`src/rtl/rbsa_pkg.sv`:
```
package rbsa_pkg;

    // fixed field widths
    localparam int OP_W   = 2;
    localparam int IDX_W  = 10;
    localparam int DATA_W = 32;
    localparam int ROW_W  = 4;
    localparam int OFF_W  = 9;
    localparam int CNT_W  = 10;

    // cell store depth, one entry per index value
    localparam int CELLS = 1 << IDX_W;

    // rows that a ten-bit index can reach
    localparam int MAX_ROWS = IDX_W + 1;

    localparam int ROW_COUNT_DEF = 10;

    // operation codes
    localparam logic [OP_W-1:0] OP_SET    = 2'd0;
    localparam logic [OP_W-1:0] OP_READ   = 2'd1;
    localparam logic [OP_W-1:0] OP_DELETE = 2'd2;

    // row counter update
    typedef struct packed {
        logic             inc;
        logic             dec;
        logic [ROW_W-1:0] row;
    } t_cnt_cmd;

    // row of an index: position of the top set bit of index + 1
    function automatic logic [ROW_W-1:0] row_of(input logic [IDX_W-1:0] idx);
        logic [IDX_W:0]   n;
        logic [ROW_W-1:0] r;
        n = {1'b0, idx} + {{IDX_W{1'b0}}, 1'b1};
        r = '0;
        for (int i = 0; i <= IDX_W; i++) begin
            if (n[i]) begin
                r = ROW_W'(i);
            end
        end
        return r;
    endfunction

    // first index of a row
    function automatic logic [IDX_W-1:0] row_start(input logic [ROW_W-1:0] r);
        logic [IDX_W:0] s;
        s = ({{IDX_W{1'b0}}, 1'b1} << r) - {{IDX_W{1'b0}}, 1'b1};
        return s[IDX_W-1:0];
    endfunction

endpackage

```
`src/rtl/rbsa_row_counts.sv`:
```
module rbsa_row_counts #(
    parameter int ROWS = rbsa_pkg::MAX_ROWS
) (
    input  logic              i_clk,
    input  logic              i_rst_n,
    input  rbsa_pkg::t_cnt_cmd i_cmd,
    output logic              o_live_after,
    output logic [ROWS-1:0]   o_row_live
);
    import rbsa_pkg::*;

    localparam int RW = (ROWS > 1) ? $clog2(ROWS) : 1;

    logic [CNT_W-1:0] r_cnt [ROWS];
    logic [RW-1:0]    sel;
    logic             sel_ok;
    logic [CNT_W-1:0] cur;
    logic [CNT_W-1:0] n_cnt;

    assign sel    = i_cmd.row[RW-1:0];
    assign sel_ok = (i_cmd.row < ROW_W'(ROWS));
    assign cur    = sel_ok ? r_cnt[sel] : '0;

    always_comb begin
        n_cnt = cur;
        if (i_cmd.inc) begin
            n_cnt = cur + CNT_W'(1);
        end else if (i_cmd.dec && (cur != '0)) begin
            n_cnt = cur - CNT_W'(1);
        end
    end

    assign o_live_after = (n_cnt != '0);

    always_ff @(posedge i_clk) begin
        if (!i_rst_n) begin
            for (int r = 0; r < ROWS; r++) begin
                r_cnt[r] <= '0;
            end
        end else if ((i_cmd.inc || i_cmd.dec) && sel_ok) begin
            r_cnt[sel] <= n_cnt;
        end
    end

    for (genvar g = 0; g < ROWS; g++) begin : g_live
        assign o_row_live[g] = (r_cnt[g] != '0);
    end

endmodule

```
`config.mk`:
```
export PLATFORM = sky130hd
export DESIGN_NAME = rbsa_row_counts
export DESIGN_NICKNAME = d
export VERILOG_FILES = /design/src/rtl/rbsa_pkg.sv /design/src/rtl/rbsa_row_counts.sv
export SDC_FILE = /design/constraint.sdc
export NUM_CORES = 1
export LEC_CHECK = 0
export BUFFER_PORTS_ARGS = -buffer_cell sky130_fd_sc_hd__buf_2
export CORE_ASPECT_RATIO = 0.5
export CORE_MARGIN = 2
export CORE_UTILIZATION = 30
export DETAILED_ROUTE_END_ITERATION = 6
export PLACE_DENSITY = 0.45
export SYNTH_ARGS = -nofsm -noshare
export SYNTH_HDL_FRONTEND = slang
export SYNTH_SLANG_ARGS = --single-unit
```
`constraint.sdc`:
```
create_clock -name i_clk -period 12.99 [get_ports i_clk]
set_input_delay 2.598 -clock i_clk [delete_from_list [all_inputs] [get_ports i_clk]]
set_output_delay 2.598 -clock i_clk [all_outputs]
set_load 0.02 [all_outputs]
```
==> metrics.md <==
| Metric | Value |
|---|---|
| Share of cells above drive strength 1 | `17.8%` |
| Register area share after synthesis | `53.2%` |
| HPWL Detailed | `13000 um` |
| Synthesized area per cell | `11.5 um^2` |
| IO buf count | `19` |
| Die Y | `104 um` |
| TNS Setup | `0 ps` |
| EDFF count, synth | `100` |
| Most common cell on crit path | `buf_2` |
| Final min period | `9120 ps` |
| First-pass GRT wire length | `27800 um` |
| Critical path class | `in -> out` |
| Pint | `0.592 mW` |
| DP Area | `6310 um^2` |
| Starting Density | `30.8%` |
| Largest registers | `r_cnt: 110 flops` |
| Max Slew Vio Count | `0` |
| Pwr/cell area | `125 nW/um^2` |
| Switching part of the total power | `28.5%` |
| Hold Vio Cnt, Final | `0` |
| Distinct cells, synth | `79` |
| H-tree levels | `3` |
| Max Clk Rate | `110 MHz` |
| # resized after CTS | `0` |
| Max reg flops | `110` |
| Bufs and invs on worst path | `3` |
| Critical Path Fanout Max | `35` |
| Area grow syn2layout | `9.94%` |
| Cell count after synthesis | `521` |
| Vias per std cell | `5.53` |
| Layout net count | `534` |
| Crit end category | `output port` |
| Setup crit start kind | `input port` |
| GR Util All Layers | `17.8%` |
| Clock network latency to the later pin of the worst-skew pair | `350 ps` |
| Post-synthesis instance area | `6020 um^2` |
| Cells after DPL | `778` |
| Die Wd | `204 um` |
| CTS Buf Count | `9` |
| Status | `finished, final reports clean` |
| Initial antenna violation count | `0` |
| Final setup margin | `3870 ps` |
| Non-Filler Instances | `793` |
| Num ports | `20` |
| Row cnt | `36` |
| Met3 routed WL | `1170 um` |
| Max stage delay on crit path | `540 ps` |
| Grt ovf | `0` |
| DRT antenna net count | `0` |
| Clk network pwr share | `35.2%` |
| Seq cells post-synth | `110` |
| WL/cell | `23.4 um` |
| Syn_nets | `532` |
| Post-Layout Inst Area | `6620 um^2` |
| Final setup vio count | `0` |
| Worst EP required | `10390 ps` |
| Combinational power share | `15.2%` |
| Drt total wl | `18600 um` |
| Cts hold-fix bufs | `0` |
| Synth warn | `0` |
| Reg clk slew, reported paths | `70 ps` |
| Core area | `19500 um^2` |
| Top delay family on crit path | `compound AO/OA/AOI/OAI gates` |
| Largest net degree at the start of global routing | `43` |
| Hold_ws | `487 ps` |
| Max-Slew Margin vs Limit | `26.2%` |
| Routed met2 length | `7590 um` |
| Number of max-cap violations | `0` |
| Ant. Diodes | `0` |
| Sequential share of power | `49.6%` |
| Placer Congestion | `0.865` |
| Post-route clock period utilization | `70.2%` |
| Die Area | `21300 um^2` |
| Fin util | `33.8%` |
| Max VDD drop | `0.0644 mV` |
| RSZ-0062 raised after global routing | `no` |
| Total power | `0.829 mW` |
| Hold crit path type | `reg -> reg` |
| First drt pass iteration count | `5` |
| CTS tree | `done` |
| Total clock sinks | `110` |
| Net Switching | `0.236 mW` |
| Clock skew | `11.4 ps` |
| Slew @ Worst Pin | `1110 ps` |
| Most flops, register | `r_cnt` |
| Arrival @ worst endpoint | `6520 ps` |
| Vias in the first global route | `4208` |
| # DRC | `0` |
| Pre-CTS WS | `3840 ps` |
| Routed vias | `4385` |
| Ys async rst share | `0%` |
| Clock buffer depth | `2` |
| Routed length on met1 | `9560 um` |
| CP max stage cell | `buf_2` |
| Post-CTS Setup Bufs | `0` |
| Sequence of cells on the critical path | `buf_2, nand2b_1, o221a_2, o31ai_4, inv_1, ha_1, o211a_1, nand4b_1, or3b_4, a221oi_4, o2111a_1, nand4_1, buf_2` |
| Top routing layer used | `met4` |
| Synth Flop Type | `edfxtp_1` |
| DRT iter0 DRCs | `467` |
| Root Buffer | `clkbuf_16` |
| Lkg Pwr | `2.21 nW` |
## layer usage
metal	GRT usage (%)	vias to the layer above
met5	0	-
met4	3.93	0
met3	4.01	14
met2	24.6	153
met1	27.9	2223
li1	-	1995
## cell type report
class | count | area, um^2
clock buffer | 9 | 225
clock inverter | 6 | 80.1
fill | 1982 | 12900
inverter | 21 | 78.8
multi-input combinational | 352 | 2520
sequential | 110 | 3200
tap | 266 | 333
timing repair buffer | 29 | 170
## worst reg2reg max path, stage by stage (launching register included)
cell,delay (ps)
edfxtp_1,370
mux2i_1,80
a22oi_1,500
a32oi_2,370
nor4_2,550
or4b_1,530
o311a_1,180
nor2_2,840
nor2_1,110
## synthesized netlist by cell type, types with 2 or more instances
cell       count  area (um^2)
a32o_1         2         20.0
o31ai_1        5         37.5
nor4_1        24          150
o221ai_1       4         35.0
nand4_1        4         25.0
mux2i_1       21          210
ha_1           3         37.5
nand2b_1       3         18.8
nor3b_1        2         15.0
a22oi_1        4         30.0
o31a_2         2         20.0
nor2_1        86          323
and3_1         2         12.5
inv_1         19         71.3
clkbuf_1      23         86.3
nor3_1        31          155
nand3_1       17         85.1
buf_12         2         40.0
a21oi_1        2         10.0
or3b_4         2         22.5
nor2_2         7         43.8
o221a_2        7         78.8
nor3_2         6         60.1
o31a_1         3         26.3
or2_1          3         18.8
xnor2_1        2         17.5
mux4_1         6          158
nand2_1       29          109
dfxtp_1       10          200
buf_6          4         45.0
nor4_2         2         25.0
o21ai_0        7         35.0
or2_2          2         12.5
or3_1          2         12.5
a211oi_1       6         45.0
o211ai_1       3         22.5
o2111ai_1      2         17.5
mux4_2         9          203
a31oi_1        3         18.8
nor2b_1        6         37.5
edfxtp_1     100         3000
buf_2          7         35.0
## cell families after synthesis
kind of cell,count (synthesis),share of synthesized area [%]
AO/OA/AOI/OAI,71,10.8
XOR/XNOR,2,0.291
adder cells (fa/ha/maj),3,0.624
buffers and inverters,59,4.93
flip-flops,110,53.2
multiplexers,37,9.67
AND/OR/NAND/NOR,239,20.5
## layout by cell type, fill, tap and decap left out, types with 4 or more instances in the layout
| cell | instances |
|---|---|
| buf_2 | 19 |
| a22oi_1 | 4 |
| clkbuf_16 | 9 |
| inv_1 | 19 |
| mux4_2 | 9 |
| nor2_2 | 7 |
| mux2i_1 | 21 |
| nor3_2 | 6 |
| dfxtp_1 | 10 |
| o221ai_1 | 4 |
| o21ai_0 | 7 |
| nand2_1 | 29 |
| nor2_1 | 86 |
| o31ai_1 | 5 |
| buf_4 | 10 |
| nor3_1 | 31 |
| mux4_1 | 6 |
| nand4_1 | 4 |
| edfxtp_1 | 100 |
| nor2b_1 | 6 |
| a211oi_1 | 6 |
| o221a_2 | 7 |
| nand3_1 | 17 |
| nor4_1 | 24 |
## final timing paths
kind / start / endpoint / slack, ps / depth (start not counted)
worst max-delay path: i_cmd[1] / o_live_after / 3870 / 13
worst min-delay path: r_cnt[10][7]$_SDFFE_PN0P_ / r_cnt[10][7]$_SDFFE_PN0P_ / 490 / 2
worst max register to register: r_cnt[3][4]$_SDFFCE_PN0P_ / r_cnt[5][9]$_SDFFCE_PN0P_ / 9170 / 8
worst min register to register: r_cnt[10][7]$_SDFFE_PN0P_ / r_cnt[10][7]$_SDFFE_PN0P_ / 490 / 2
## power groups by stage
stage               clock, mW  sequential (mW)  combinational (mW)
detailed placement          0            0.419               0.124
global route            0.306            0.413               0.135
finish                  0.292            0.411               0.126
CTS                     0.295            0.411               0.125
global placement            0            0.419               0.125
floorplan                   0            0.413              0.0835
(Power assumes the default switching activity.)
